File: src/rtl/lfp_pkg.sv
// Package for the lidar frame parser: parse phase type and header constants.
package lfp_pkg;

    // Parse phase, one-hot
    typedef enum logic [2:0] {
        PH_HUNT = 3'b001,
        PH_INFO = 3'b010,
        PH_DATA = 3'b100
    } parse_phase_t;

    // Triple position, one-hot
    typedef enum logic [2:0] {
        BP_TAG  = 3'b001,
        BP_HIGH = 3'b010,
        BP_LOW  = 3'b100
    } byte_phase_t;

    // Info byte position codes
    localparam logic [7:0] INFO_SENSOR = 8'd0;
    localparam logic [7:0] INFO_ZONES  = 8'd1;

    localparam logic [7:0] HEAD_MARK      = 8'hFF;
    localparam logic [7:0] HEAD_RUN_LIMIT = 8'd5;

endpackage

File: src/rtl/lidar_frame_parser_core.sv
// Byte-serial lidar frame parser: header hunt, frame info, measurement triples.
// Path: a byte is taken into an input register, then parsed combinationally into the
// result register, so a triple's result follows its last byte through both registers.
// Throughput: one byte per cycle unless stalled, set by the single parse stage in between.
// Reset: rst_n (async, active low) returns to the header hunt with cleared counters,
// frame info and partial triple; both pipeline registers come up empty.
module lidar_frame_parser_core (
    input  logic        clk,
    input  logic        rst_n,
    // byte input channel
    input  logic        in_valid,
    output logic        in_stall,
    input  logic [7:0]  rx_byte,
    // measurement output channel
    output logic        out_valid,
    input  logic        out_stall,
    output logic [7:0]  sensor_id,
    output logic [7:0]  zone_count,
    output logic [7:0]  measure_index,
    output logic [7:0]  zone_tag,
    output logic [15:0] distance,
    output logic        last
);

    // Input register
    logic       in_vld_reg;
    logic [7:0] in_byte_reg;

    // Parser state
    lfp_pkg::parse_phase_t phase_reg, phase_next;
    lfp_pkg::byte_phase_t  bphase_reg, bphase_next;
    logic [7:0] run_reg, run_next;
    logic [7:0] sensor_reg, sensor_next;
    logic [7:0] zones_reg, zones_next;
    logic [7:0] total_reg, total_next;
    logic [7:0] tag_reg, tag_next;
    logic [7:0] high_reg, high_next;

    // Result register
    logic        out_vld_reg, out_vld_next;
    logic [7:0]  res_sensor_reg, res_zones_reg, res_index_reg, res_tag_reg;
    logic [15:0] res_dist_reg;
    logic        res_last_reg;
    logic        emit;
    logic [7:0]  run_inc;
    logic        run_done;

    // Stage moves when the result slot is free or being taken
    logic advance;
    assign advance  = !out_vld_reg || !out_stall;
    assign in_stall = in_vld_reg && !advance;

    assign run_inc = run_reg + 8'd1;

    // Parse one byte
    always_comb
    begin
        phase_next  = phase_reg;
        bphase_next = bphase_reg;
        run_next    = run_reg;
        sensor_next = sensor_reg;
        zones_next  = zones_reg;
        total_next  = total_reg;
        tag_next    = tag_reg;
        high_next   = high_reg;
        emit        = 1'b0;
        run_done    = ({1'b0, run_reg} + 9'd1) == {1'b0, total_reg};
        case (phase_reg)
            lfp_pkg::PH_INFO:
            begin
                if (run_reg == lfp_pkg::INFO_SENSOR)
                begin
                    sensor_next = in_byte_reg;
                    run_next    = run_inc;
                end
                else if (run_reg == lfp_pkg::INFO_ZONES)
                begin
                    zones_next = in_byte_reg;
                    run_next   = run_inc;
                end
                else
                begin
                    total_next  = in_byte_reg;
                    run_next    = 8'd0;
                    bphase_next = lfp_pkg::BP_TAG;
                    phase_next  = lfp_pkg::PH_DATA;
                end
            end
            lfp_pkg::PH_DATA:
            begin
                if (run_reg < total_reg)
                begin
                    case (bphase_reg)
                        lfp_pkg::BP_TAG:
                        begin
                            tag_next    = in_byte_reg;
                            bphase_next = lfp_pkg::BP_HIGH;
                        end
                        lfp_pkg::BP_HIGH:
                        begin
                            high_next   = in_byte_reg;
                            bphase_next = lfp_pkg::BP_LOW;
                        end
                        default:
                        begin
                            emit        = 1'b1;
                            bphase_next = lfp_pkg::BP_TAG;
                            run_next    = run_inc;
                            // final triple closes the frame
                            if (run_done)
                            begin
                                run_next   = 8'd0;
                                phase_next = lfp_pkg::PH_HUNT;
                            end
                        end
                    endcase
                end
                else
                begin
                    // zero measurement count: swallow this byte
                    run_next    = 8'd0;
                    bphase_next = lfp_pkg::BP_TAG;
                    phase_next  = lfp_pkg::PH_HUNT;
                end
            end
            default:
            begin
                // header hunt: count a run of marker bytes
                if (in_byte_reg == lfp_pkg::HEAD_MARK)
                begin
                    if (run_reg >= lfp_pkg::HEAD_RUN_LIMIT)
                    begin
                        run_next   = 8'd0;
                        phase_next = lfp_pkg::PH_INFO;
                    end
                    else
                    begin
                        run_next = run_inc;
                    end
                end
                else
                begin
                    run_next = 8'd0;
                end
            end
        endcase
    end

    assign out_vld_next = in_vld_reg && emit;

    // Control registers
    always_ff @(posedge clk or negedge rst_n)
    begin
        if (!rst_n)
        begin
            in_vld_reg  <= 1'b0;
            out_vld_reg <= 1'b0;
            phase_reg   <= lfp_pkg::PH_HUNT;
            bphase_reg  <= lfp_pkg::BP_TAG;
            run_reg     <= 8'd0;
            sensor_reg  <= 8'd0;
            zones_reg   <= 8'd0;
            total_reg   <= 8'd0;
            tag_reg     <= 8'd0;
            high_reg    <= 8'd0;
        end
        else
        begin
            if (!in_stall)
            begin
                in_vld_reg <= in_valid;
            end
            if (advance)
            begin
                out_vld_reg <= out_vld_next;
                if (in_vld_reg)
                begin
                    phase_reg  <= phase_next;
                    bphase_reg <= bphase_next;
                    run_reg    <= run_next;
                    sensor_reg <= sensor_next;
                    zones_reg  <= zones_next;
                    total_reg  <= total_next;
                    tag_reg    <= tag_next;
                    high_reg   <= high_next;
                end
            end
        end
    end

    // Payload registers
    always_ff @(posedge clk)
    begin
        if (!in_stall && in_valid)
        begin
            in_byte_reg <= rx_byte;
        end
        if (advance && out_vld_next)
        begin
            res_sensor_reg <= sensor_reg;
            res_zones_reg  <= zones_reg;
            res_index_reg  <= run_reg;
            res_tag_reg    <= tag_reg;
            res_dist_reg   <= {high_reg, in_byte_reg};
            res_last_reg   <= run_done;
        end
    end

    assign out_valid     = out_vld_reg;
    assign sensor_id     = res_sensor_reg;
    assign zone_count    = res_zones_reg;
    assign measure_index = res_index_reg;
    assign zone_tag      = res_tag_reg;
    assign distance      = res_dist_reg;
    assign last          = res_last_reg;

endmodule
File: config.mk
export PLATFORM = sky130hd
export DESIGN_NAME = lidar_frame_parser_core
export DESIGN_NICKNAME = d
export VERILOG_FILES = /design/src/rtl/lfp_pkg.sv /design/src/rtl/lidar_frame_parser_core.sv
export SDC_FILE = /design/constraint.sdc
export NUM_CORES = 1
export LEC_CHECK = 0
export BUFFER_PORTS_ARGS = -buffer_cell sky130_fd_sc_hd__buf_2
export CAP_MARGIN = 5
export CORE_AREA = 5 5 107 109
export DETAILED_ROUTE_END_ITERATION = 16
export DIE_AREA = 0 0 112 114
export PLACE_DENSITY_LB_ADDON = 0.05
export SLEW_MARGIN = 20
export SYNTH_ARGS = -nofsm -noshare
export SYNTH_HDL_FRONTEND = slang
export SYNTH_SLANG_ARGS = --single-unit
File: constraint.sdc
create_clock -name clk -period 5.8 [get_ports clk]
set_input_delay 0.58 -clock clk [delete_from_list [all_inputs] [get_ports clk]]
set_output_delay 0.58 -clock clk [all_outputs]
set_load 0.01 [all_outputs]
=== Word-level counts from Yosys, hierarchy flattened ===
Cells that the tools add are included.

* Eq/ne operators: 11
* Order comparisons: 2
* Reduce and logical (&&, ||, !) cells: 22
* $add $sub $neg: 2
* Bitwise gates (word level): 2
* Mux-type cells: 24

{| class="wikitable"
|+ Operator list
! cell !! count
|-
| 8-bit two-way mux || 7
|-
| 3-bit two-way mux || 10
|-
| 5-bit AND reduction || 5
|-
| 3-bit one-hot mux with 2 select lines || 3
|-
| 8-bit one-hot mux with 2 select lines || 1
|-
| 8-bit by 1-bit adder with 9-bit output, second input constant || 1
|-
| 9-bit by 8-bit == test with 1-bit output || 1
|-
| 8-bit by 1-bit adder with 8-bit output, second input constant || 1
|-
| 8-bit by 1-bit == test with 1-bit output, second input constant || 1
|-
| 8-bit == test, second input constant || 1
|-
| 8-bit by 3-bit greater-or-equal comparator with 1-bit output, second input constant || 1
|-
| 8-bit logical NOT || 1
|-
| 8-bit less-than comparator || 1
|-
| 8-bit AND reduction || 1
|-
| 3-bit by 2-bit == test with 1-bit output, second input constant || 2
|-
| 3-bit inequality test, second input constant || 2
|-
| 3-bit nonzero test || 2
|-
| 1-bit logical AND || 4
|-
| 1-bit logical NOT || 4
|-
| 2-bit inequality test, second input constant || 2
|-
| 4-bit AND reduction || 1
|-
| 3-bit by 1-bit == test with 1-bit output, second input constant || 1
|-
| 3-bit == test, second input constant || 1
|-
| 1-bit two-way mux || 3
|-
| 5 further kinds || 6
|}

* Word-level logic and storage cells: 80
* Register bits: 113
* Input port bits: 12
* Output and inout port bits: 51

=== Depth between registers and ports, before layout ===
Gate-level depths: netlist of run 1.

* Depth in word-level cells: 7
* Gate-level depth with buffers: 10
* Depth with buffers taken out: 9

=== Worst setup path before layout of run 1 ===
OpenSTA, ideal clock, no wires.

* Path type: register to register
* Start point: register run_reg[5]
* End point: register res_dist_reg[0], in the netlist distance[0] (enable)
* Cell stages (with the launch flop): 6
* Path buffers: 0
* Required time: 5284 ps
* Data arrival time: 4702 ps
* Period minus slack after synthesis: 5218 ps
* Setup slack: 582 ps
* Library setup time: 516 ps
* Cell sequence: dfrtp_1 > ha_1 > a211o_1 > o2111ai_2 > nand3_2 > nor3_1

* Word-level cells in the longest chain between the ends: 5

{| class="wikitable"
|+ Ends and longest elaborated chain
! what !! line !! RTL
|-
| start, declared || lidar_frame_parser_core.sv:32 || <nowiki>logic [7:0] run_reg, run_next;</nowiki>
|-
| start signal, assigned || lidar_frame_parser_core.sv:180 || <nowiki>run_reg <= run_next;</nowiki>
|-
| 8-bit less-than comparator || lidar_frame_parser_core.sv:91 || <nowiki>if (run_reg < total_reg)</nowiki>
|-
| 1-bit two-way mux || lidar_frame_parser_core.sv:91 ||
|-
| 1-bit two-way mux || lidar_frame_parser_core.sv:68 || <nowiki>case (phase_reg)</nowiki>
|-
| 1-bit logical AND || lidar_frame_parser_core.sv:149 || <nowiki>assign out_vld_next = in_vld_reg && emit;</nowiki>
|-
| 1-bit logical AND || lidar_frame_parser_core.sv:198 || <nowiki>if (advance && out_vld_next)</nowiki>
|-
| end signal, assigned || lidar_frame_parser_core.sv:204 || <nowiki>res_dist_reg <= {high_reg, in_byte_reg};</nowiki>
|-
| end, declared || lidar_frame_parser_core.sv:42 || <nowiki>logic [15:0] res_dist_reg;</nowiki>
|}

No other way between the ends.
A chain may end at the register's enable or synchronous reset.

=== Worst setup path in the final report of run 1 ===
* Start point: register run_reg[5]
* End point: register high_reg[1]

* Word-level cells in the longest chain between the ends: 2

{| class="wikitable"
|+ Ends and longest elaborated chain
! what !! line !! RTL
|-
| 8-bit less-than comparator || lidar_frame_parser_core.sv:91 ||
|-
| 5-bit AND reduction (no source line) || - ||
|-
| end signal, assigned || lidar_frame_parser_core.sv:185 || <nowiki>high_reg <= high_next;</nowiki>
|-
| end, declared || lidar_frame_parser_core.sv:37 || <nowiki>logic [7:0] high_reg, high_next;</nowiki>
|}

No other way between the ends.

==> flow_summary_export.csv, run 1 <==
group,metric,value,unit
clocking,clock_sinks,113,
setup_path,critPathTopFamily,"simple AND/OR/NAND/NOR gates",
yosys,synth-edff-count,57,
routing,drcViolationCount,0,
routing,drt_iter0_drc,113,
clocking,post_cts_resized,0,
layout,area_growth,22.3,%
sta,timing_hold_violations_final,0,
global_routing,grt_pass1_wl,14800,um
floorplan,coreArea,0.0105,mm2
yosys,ys_ff_latch,113,
setup_path,reg2reg_setup_slack,2.99,ns
yosys,ys_seq_area_frac,0.682,
global_routing,gr-total-overflow,0,
layout,nFillCells,919,
layout,drive_gt1_frac,0.350,
power_and_ir_drop,netSwitchingFraction,0.290,
routing,viasPerCell,4.94,
routing,vias,2670,
setup_path,worstPathRequired,6.19,ns
power_and_ir_drop,p_total,2.71,mW
clocking,clkSlewWorstSetupHoldPaths,0.06,ns
clocking,post_cts.repair.setup_buffers,0,
setup_path,start_kind,"register",
global_routing,grt_max_degree,57,
yosys,synthArstFlopShare,0.496,
setup_path,worstPathMaxFanout,9,
yosys,synth_area_leaders,"edfxtp_1 37%, dfrtp_1 30%, mux2_4 5.6%",
floorplan,start_util,0.435,
hold_path,hp-class,"in2async",
sta,holdWs,0.218,ns
layout,largest_register_ffs,16,
yosys,synthFlopType,"edfxtp_1",
layout,diodes,0,
sta,setup_viol,0,
sta,tightest_slew,1.01,ns
yosys,syn_area,0.00457,mm2
placed_design,gp_congestion,0.814,
clocking,clk_latency,0.51,ns
placed_design,place_hpwl,6180,um
setup_path,critical_path_class,"reg2reg",
setup_path,cp.depth,6,
floorplan,dieWidth,112,um
setup_path,startpoint,"run_reg[5]$_DFFE_PN0P_",
yosys,synthTopCellsByCount,"57 x edfxtp_1, 54 x dfrtp_1, 27 x nand2_1, 17 x mux2_2, 17 x mux2_4",
yosys,synthCells,311,
clocking,cts.hold.buffers_added,0,
floorplan,io_pins,63,
clocking,cts_max_level,4,
power_and_ir_drop,p_leak,2.42,nW
power_and_ir_drop,p_int,1.92,mW
power_and_ir_drop,irDropWorstVdd,0.000208,V
outcome,status,"complete, no violations",
yosys,yosysWarnings,0,
setup_path,crit_chain,"ha_1, a211o_1, o2111ai_2, nand3_2, or4_1, mux2_4",
setup_path,r2r-end,"high_reg[1]$_DFFE_PN0P_",
power_and_ir_drop,clockPowerShare,0.354,
clocking,numCtsBuffers,17,
setup_path,critPathBufInv,0,
sta,timing.final.crit_share,0.484,
flow_run,drv_cap,0,
setup_path,end_kind,"register",
sta,skew,0.00671,ns
global_routing,grt_pass1_vias,2678,
sta,timing.setup.tns,0,ns
floorplan,die_h,114,um
yosys,synth_top_area_share,0.375,
routing,drtPass1Iterations,4,
yosys,yosysMostFrequentCell,"edfxtp_1",
global_routing,antenna_found_initial,0,
clocking,cts_root_buf,"clkbuf_8",
sta,fmax,356,MHz
setup_path,r2r_cells,6,
yosys,syn_avg_cell_area,14.7,um2
power_and_ir_drop,seqPwrFrac,0.435,
power_and_ir_drop,p_sw,785,uW
yosys,synth.net_count,335,
setup_path,r2r-start,"run_reg[5]$_DFFE_PN0P_",
clocking,ctsLongestPathBuffers,2,
yosys,synth_top_area_cell,"edfxtp_1",
floorplan,rows,38,
sta,rsz0062_at_grt,"false",
routing,detail_route.wl_per_cell,16.9,um
setup_path,crit_slowest_cell,"or4_1",
clocking,cts_tree,"built",
global_routing,grt_use_total,0.154,
routing,drtAntennaViolNets,0,
sta,maxSlewViolCount,0,
power_and_ir_drop,powerDensity,484,mW/mm2
setup_path,cp_slowest_stage_delay,0.80,ns
sta,period_needed,2.81,ns
power_and_ir_drop,combPwrFrac,0.211,
layout,fin_nets,411,
setup_path,endpoint,"high_reg[1]$_DFFE_PN0P_",
routing,drt-total-wl,9130,um
setup_path,cp.arrival,3.20,ns
placed_design,port_buffers,62,
yosys,synth.distinct_cells,44,
floorplan,fp.dieArea,0.0128,mm2
sta,slew_headroom,0.322,
## logic make-up after synthesis
logic type,Yosys count,share of synthesized area
AO/OA/AOI/OAI,37,0.0523
XOR/XNOR,13,0.0249
adder cells (fa/ha/maj),12,0.0329
buffers and inverters,22,0.0225
flip-flops,113,0.682
multiplexers,34,0.0978
AND/OR/NAND/NOR,80,0.0876
## power by group through the flow
| stage | registers [mW] | logic (mW) | clock network (mW) |
|---|---|---|---|
| final | 1.18 | 0.572 | 0.957 |
| after global routing | 1.20 | 0.642 | 1.02 |
| after CTS | 1.18 | 0.582 | 0.979 |
| after detailed placement | 1.19 | 0.577 | 0 |
| after global placement | 1.19 | 0.574 | 0 |
| after floorplan | 1.17 | 0.425 | 0 |
## final cells by class
class                           instances  area [um2]  area share
Sequential cell                       113        3120       0.558
Multi-Input combinational cell        176        1360       0.242
Clock buffer                           18         428      0.0766
Timing Repair Buffer                   65         333      0.0596
Tap cell                              140         175      0.0313
Clock inverter                         14         129      0.0231
Inverter                               14        52.6     0.00940
## per-layer routing
| metal | vias to the layer above | GRT usage | wire, um |
|---|---|---|---|
| met1 | 1325 | 0.215 | 4380 |
| met4 | 0 | 0.0481 | 96 |
| met3 | 9 | 0.0615 | 424 |
| met5 | - | 0 | 0 |
| met2 | 57 | 0.224 | 4220 |
| li1 | 1279 | - | - |
## worst min path at each step
stage | end | slack, ns | depth (start not counted)
finish | sensor_reg[7]$_DFFE_PN0P_ | 0.22 | 2
global route | in_byte_reg[3]$_DFFE_PP_ | 0.21 | 1
CTS | in_byte_reg[5]$_DFFE_PP_ | 0.21 | 1
global placement | sensor_id[6]$_DFFE_PP_ | 0.43 | 0
detailed placement | zone_count[4]$_DFFE_PP_ | 0.43 | 0
floorplan | bphase_reg[1]$_DFFE_PN0P_ | 0.28 | 0
## placed cells by master, fill, tap and decap left out, drive strengths merged, types with 2 or more instances in the layout
master	instances
xnor2	12
mux2	34
clkbuf	18
a21oi	7
nand3	13
dfstp	2
and2	2
o21ai	14
or4	2
o2111ai	2
nor2	12
nand2	28
ha	12
buf	65
o31ai	2
nand4	3
edfxtp	57
nand2b	8
inv	19
clkinvlp	6
nor4	3
dfrtp	54
clkinv	2
nor2b	2
nor3	5
a21o	3
## stage by stage
step                cells   util  setup WS, ns  cell area [um2]
floorplan             311      -         0.582             4570
global placement      508  0.479          3.04             5030
detailed placement    508  0.479          2.99             5030
CTS                   540  0.532          2.97             5590
global route          540  0.532          2.87             5590
finish                540  0.532          2.99             5590
(Power assumes the default switching activity.)
==> run 2, diff against run 1 <==
clock period = 2.9 ns   (was 5.8 ns; I/O delays follow)
==> flow_summary_export.csv, run 2 (synthesized netlist as in run 1, its figures left out) <==
group,metric,value,unit
clocking,clkSlewWorstSetupHoldPaths,0.06,ns
floorplan,fp.dieArea,0.0128,mm2
routing,drtPass1Iterations,4,
setup_path,cp_slowest_stage_delay,0.79,ns
layout,nFillCells,888,
clocking,clk_latency,0.52,ns
sta,skew,0.0108,ns
floorplan,rows,38,
sta,slew_headroom,0.547,
setup_path,crit_chain,"ha_1, a211o_1, o2111ai_2, nand3_2, or4_1, mux2_4",
routing,vias,2749,
placed_design,place_area,0.00510,mm2
clocking,numCtsBuffers,17,
layout,fin_cells,558,
setup_path,worstPathRequired,3.29,ns
clocking,post_cts_resized,0,
global_routing,grt_pass1_wl,15600,um
power_and_ir_drop,p_leak,2.54,nW
sta,fmax,359,MHz
setup_path,cp.arrival,3.18,ns
power_and_ir_drop,clockPowerShare,0.368,
layout,area_growth,26.9,%
sta,timing.setup.tns,0,ns
sta,finalWorstSetupSlack,0.116,ns
outcome,status,"complete, no violations",
floorplan,dieWidth,112,um
clocking,cts_max_level,4,
setup_path,reg2reg_setup_slack,0.12,ns
global_routing,antenna_found_initial,0,
power_and_ir_drop,seqPwrFrac,0.421,
routing,drt_iter0_drc,93,
hold_path,hp-class,"in2reg",
setup_path,endpoint,"high_reg[0]$_DFFE_PN0P_",
setup_path,r2r-end,"high_reg[0]$_DFFE_PN0P_",
layout,final_common_cell,"buf_2",
placed_design,dp.cells,516,
power_and_ir_drop,p_sw,1.58,mW
layout,fin_nets,429,
power_and_ir_drop,powerDensity,967,mW/mm2
floorplan,start_util,0.435,
setup_path,critical_path_class,"reg2reg",
sta,timing.final.crit_share,0.960,
placed_design,port_buffers,62,
global_routing,grt_use_total,0.163,
power_and_ir_drop,combPwrFrac,0.211,
layout,utilization,0.552,
flow_run,drv_cap,0,
sta,setup_viol,0,
clocking,cts_root_buf,"clkbuf_8",
clocking,cts_tree,"built",
layout,largest_register_ffs,16,
setup_path,worstPathMaxFanout,9,
power_and_ir_drop,p_total,5.61,mW
layout,stdcell_area,0.00580,mm2
floorplan,coreArea,0.0105,mm2
setup_path,crit_slowest_cell,"or4_1",
global_routing,grt_max_degree,47,
placed_design,gp_congestion,0.810,
layout,diodes,0,
routing,detail_route.wl_per_cell,17.3,um
setup_path,startpoint,"run_reg[4]$_DFFE_PN0P_",
floorplan,io_pins,63,
power_and_ir_drop,p_int,4.03,mW
routing,drt-total-wl,9640,um
global_routing,grt_pass1_vias,2731,
setup_path,end_kind,"register",
layout,final_cell_mix,"61 x buf_2, 57 x edfxtp_1, 54 x dfrtp_1",
sta,period_needed,2.78,ns
setup_path,r2r-start,"run_reg[4]$_DFFE_PN0P_",
setup_path,start_kind,"register",
floorplan,die_h,114,um
placed_design,dp_slack,0.159,ns
routing,viasPerCell,4.93,
power_and_ir_drop,netSwitchingFraction,0.282,
placed_design,place_hpwl,6600,um
sta,timing_hold_violations_final,0,
routing,drtAntennaViolNets,0,
routing,drcViolationCount,0,
global_routing,gr-total-overflow,0,
power_and_ir_drop,irDropWorstVdd,0.000424,V
setup_path,r2r_cells,6,
layout,drive_gt1_frac,0.352,
clocking,clock_sinks,113,
clocking,ctsLongestPathBuffers,2,
sta,rsz0062_at_grt,"false",
sta,maxSlewViolCount,0,
sta,holdWs,0.0776,ns
sta,tightest_slew,0.677,ns
-- run 2: repair_timing --
| item | 4_1_cts | 5_1_grt |
|---|---|---|
| endpoints found under the hold margin | 12 | 0 |
| hold buffers | 10 | 0 |
| buffers inserted | 0 | 0 |
-- run 2: area by class of cell --
type	instances	area (um2)	share of cell area
clock inverter	11	125	0.0216
multi-input combinational	176	1360	0.235
timing repair buffer	83	495	0.0855
inverter	14	52.6	0.00907
tap	140	175	0.0302
sequential	113	3120	0.538
clock buffer	21	470	0.0812
-- run 2: power groups by stage --
stage               Sequential (mW)  Clock [mW]  Combinational, mW
floorplan                      2.34           0              0.858
global placement               2.38           0               1.17
detailed placement             2.38           0               1.18
CTS                            2.36        2.10               1.20
global route                   2.41        2.19               1.32
finish                         2.36        2.06               1.18
-- run 2: worst min-delay path by stage --
stage | start | to | slack, ns | depth (start not counted)
after floorplan | rst_n | bphase_reg[1]$_DFFE_PN0P_ | -0.006 | 0
after global placement | sensor_reg[6]$_DFFE_PN0P_ | sensor_id[6]$_DFFE_PP_ | 0.43 | 0
after detailed placement | zones_reg[4]$_DFFE_PN0P_ | zone_count[4]$_DFFE_PP_ | 0.43 | 0
after CTS | out_stall | in_vld_reg$_DFFE_PN0N_ | 0.06 | 3
after global routing | out_stall | in_vld_reg$_DFFE_PN0N_ | 0.08 | 3
final | out_stall | in_vld_reg$_DFFE_PN0N_ | 0.08 | 3
-- run 2: layer usage --
layer,part of all wire,GRT usage,vias to the layer above
li1,-,-,1319
met1,0.47,0.221,1360
met2,0.48,0.250,59
met3,0.041,0.0536,11
met4,0.012,0.0553,0
met5,0,0,-
-- run 2: worst max-delay path: cells and delay by family, from the launching register on --
family	cells	cell delay [ns]
multiplexers	1	0.39
AND/OR/NAND/NOR	2	0.98
AO/OA/AOI/OAI	2	0.55
adder cells (fa/ha/maj)	1	0.26
flip-flops	1	0.49
==> run 3, diff against run 2 <==
CORE_AREA = 5 5 123 96   (was 5 5 107 109)
DIE_AREA = 0 0 128 101   (was 0 0 112 114)
HOLD_SLACK_MARGIN = 0.12   (was default)
RECOVER_POWER = 100   (was default)
==> flow_summary_export.csv, run 3 (synthesized netlist as in run 1, its figures left out) <==
group,metric,value,unit
hold_path,hold_depth,3,
global_routing,grt_max_degree,33,
sta,slew_headroom,-0.267,
floorplan,fp.dieArea,0.0129,mm2
floorplan,die_h,101,um
clocking,ctsLongestPathBuffers,2,
floorplan,rows,33,
setup_path,critical_path_class,"reg2reg",
clocking,cts_max_level,4,
sta,setup_viol,0,
routing,vias,2714,
sta,timing_hold_violations_final,0,
global_routing,antenna_found_initial,0,
setup_path,start_kind,"register",
layout,final_cell_mix,"61 x clkbuf_1, 57 x edfxtp_1, 54 x dfrtp_1",
layout,area_growth,22.9,%
placed_design,port_buffers,62,
layout,diodes,0,
global_routing,grt_pass1_wl,15600,um
routing,drcViolationCount,0,
clocking,numCtsBuffers,17,
layout,nFillCells,970,
layout,largest_register_ffs,16,
clocking,cts_root_buf,"clkbuf_16",
routing,detail_route.wl_per_cell,17.2,um
floorplan,coreArea,0.0106,mm2
sta,fmax,376,MHz
routing,drt_iter0_drc,178,
sta,period_needed,2.66,ns
placed_design,gp_congestion,0.781,
clocking,clk_latency,0.40,ns
layout,drive_gt1_frac,0.170,
routing,viasPerCell,4.86,
sta,skew,0.00862,ns
layout,stdcell_area,0.00561,mm2
global_routing,grt_pass1_vias,2856,
floorplan,io_pins,63,
power_and_ir_drop,irDropWorstVdd,0.000504,V
layout,fin_nets,429,
outcome,violations,"capacitance limit, slew limit",
setup_path,end_kind,"register",
sta,rsz0062_at_grt,"false",
hold_path,hp-class,"in2reg",
flow_run,drv_cap,1,
power_and_ir_drop,p_total,5.46,mW
sta,holdWs,0.185,ns
routing,drt-total-wl,9590,um
floorplan,start_util,0.432,
setup_path,worstPathRequired,3.23,ns
sta,tightest_slew,1.90,ns
sta,maxSlewViolCount,33,
sta,timing.final.crit_share,0.917,
clocking,clkSlewWorstSetupHoldPaths,0.05,ns
setup_path,r2r_cells,9,
placed_design,place_area,0.00510,mm2
routing,drtPass1Iterations,4,
clocking,cts_tree,"built",
layout,final_common_cell,"clkbuf_1",
clocking,post_cts.repair.setup_buffers,0,
outcome,status,"finished, violations left",
setup_path,worstPathMaxFanout,7,
global_routing,grt_use_total,0.161,
routing,drtAntennaViolNets,0,
floorplan,dieWidth,128,um
power_and_ir_drop,powerDensity,974,mW/mm2
clocking,clock_sinks,113,
placed_design,place_hpwl,6530,um
setup_path,cp.arrival,2.98,ns
power_and_ir_drop,p_leak,2.29,nW
global_routing,gr-total-overflow,0,
==> run 3: critical path, stage by stage, from the launching register on <==
cell	delay, ns
dfrtp_1	0.48
inv_1	0.13
ha_1	0.34
xor2_1	0.17
nor2_1	0.15
o2111ai_1	0.18
nor4_2	0.47
o21a_2	0.23
nand2_1	0.11
mux2_4	0.32
==> run 3: layer usage <==
metal,GRT usage,share of wire
met5,0,0
met4,0.0669,0.010
met3,0.0524,0.053
met2,0.239,0.45
met1,0.219,0.49
==> run 3: layout make-up <==
class	instances	area (um2)	share of cell area
Clock inverter	10	111	0.0198
Tap cell	140	175	0.0312
Timing Repair Buffer	83	400	0.0713
Sequential cell	113	3120	0.555
Clock buffer	22	464	0.0827
Inverter	14	52.6	0.00936
Multi-Input combinational cell	176	1290	0.230
==> run 3: per-stage QoR <==
stage / cells / util / setup slack [ns] / TNS, ns
floorplan: 311 / - / -0.0168 / -0.825
global placement: 516 / 0.482 / 0.198 / 0
detailed placement: 516 / 0.482 / 0.106 / 0
CTS: 558 / 0.546 / 0.0965 / 0
global route: 558 / 0.531 / 0.0491 / 0
finish: 558 / 0.531 / 0.242 / 0
==> run 3: where the power goes <==
part	leakage, nW	switching (mW)	internal (mW)	total (mW)
combinational	0.770	0.619	0.489	1.11
clock	0.276	0.696	1.30	2.00
sequential	1.24	0.224	2.13	2.36
total	2.29	1.54	3.93	5.46
==> run 3: timing repair <==
item                                    4_1_cts  5_1_grt
endpoints found under the setup margin        0       19
endpoints found under the hold margin        37        0
resized for setup                             0        3
hold buffers                                 10        0
==> run 3: worst paths after layout <==
kind / from / slack (ns) / endpoint
min reg2reg: zones_reg[2]$_DFFE_PN0P_ / 0.44 / zone_count[2]$_DFFE_PP_
min: out_stall / 0.18 / in_vld_reg$_DFFE_PN0N_
max reg2reg: run_reg[0]$_DFFE_PN0P_ / 0.24 / phase_reg[0]$_DFFE_PN1P_
max in group asynchronous: rst_n / 0.71 / high_reg[3]$_DFFE_PN0P_
min in group asynchronous: rst_n / 0.95 / run_reg[7]$_DFFE_PN0P_
max: run_reg[0]$_DFFE_PN0P_ / 0.24 / phase_reg[0]$_DFFE_PN1P_
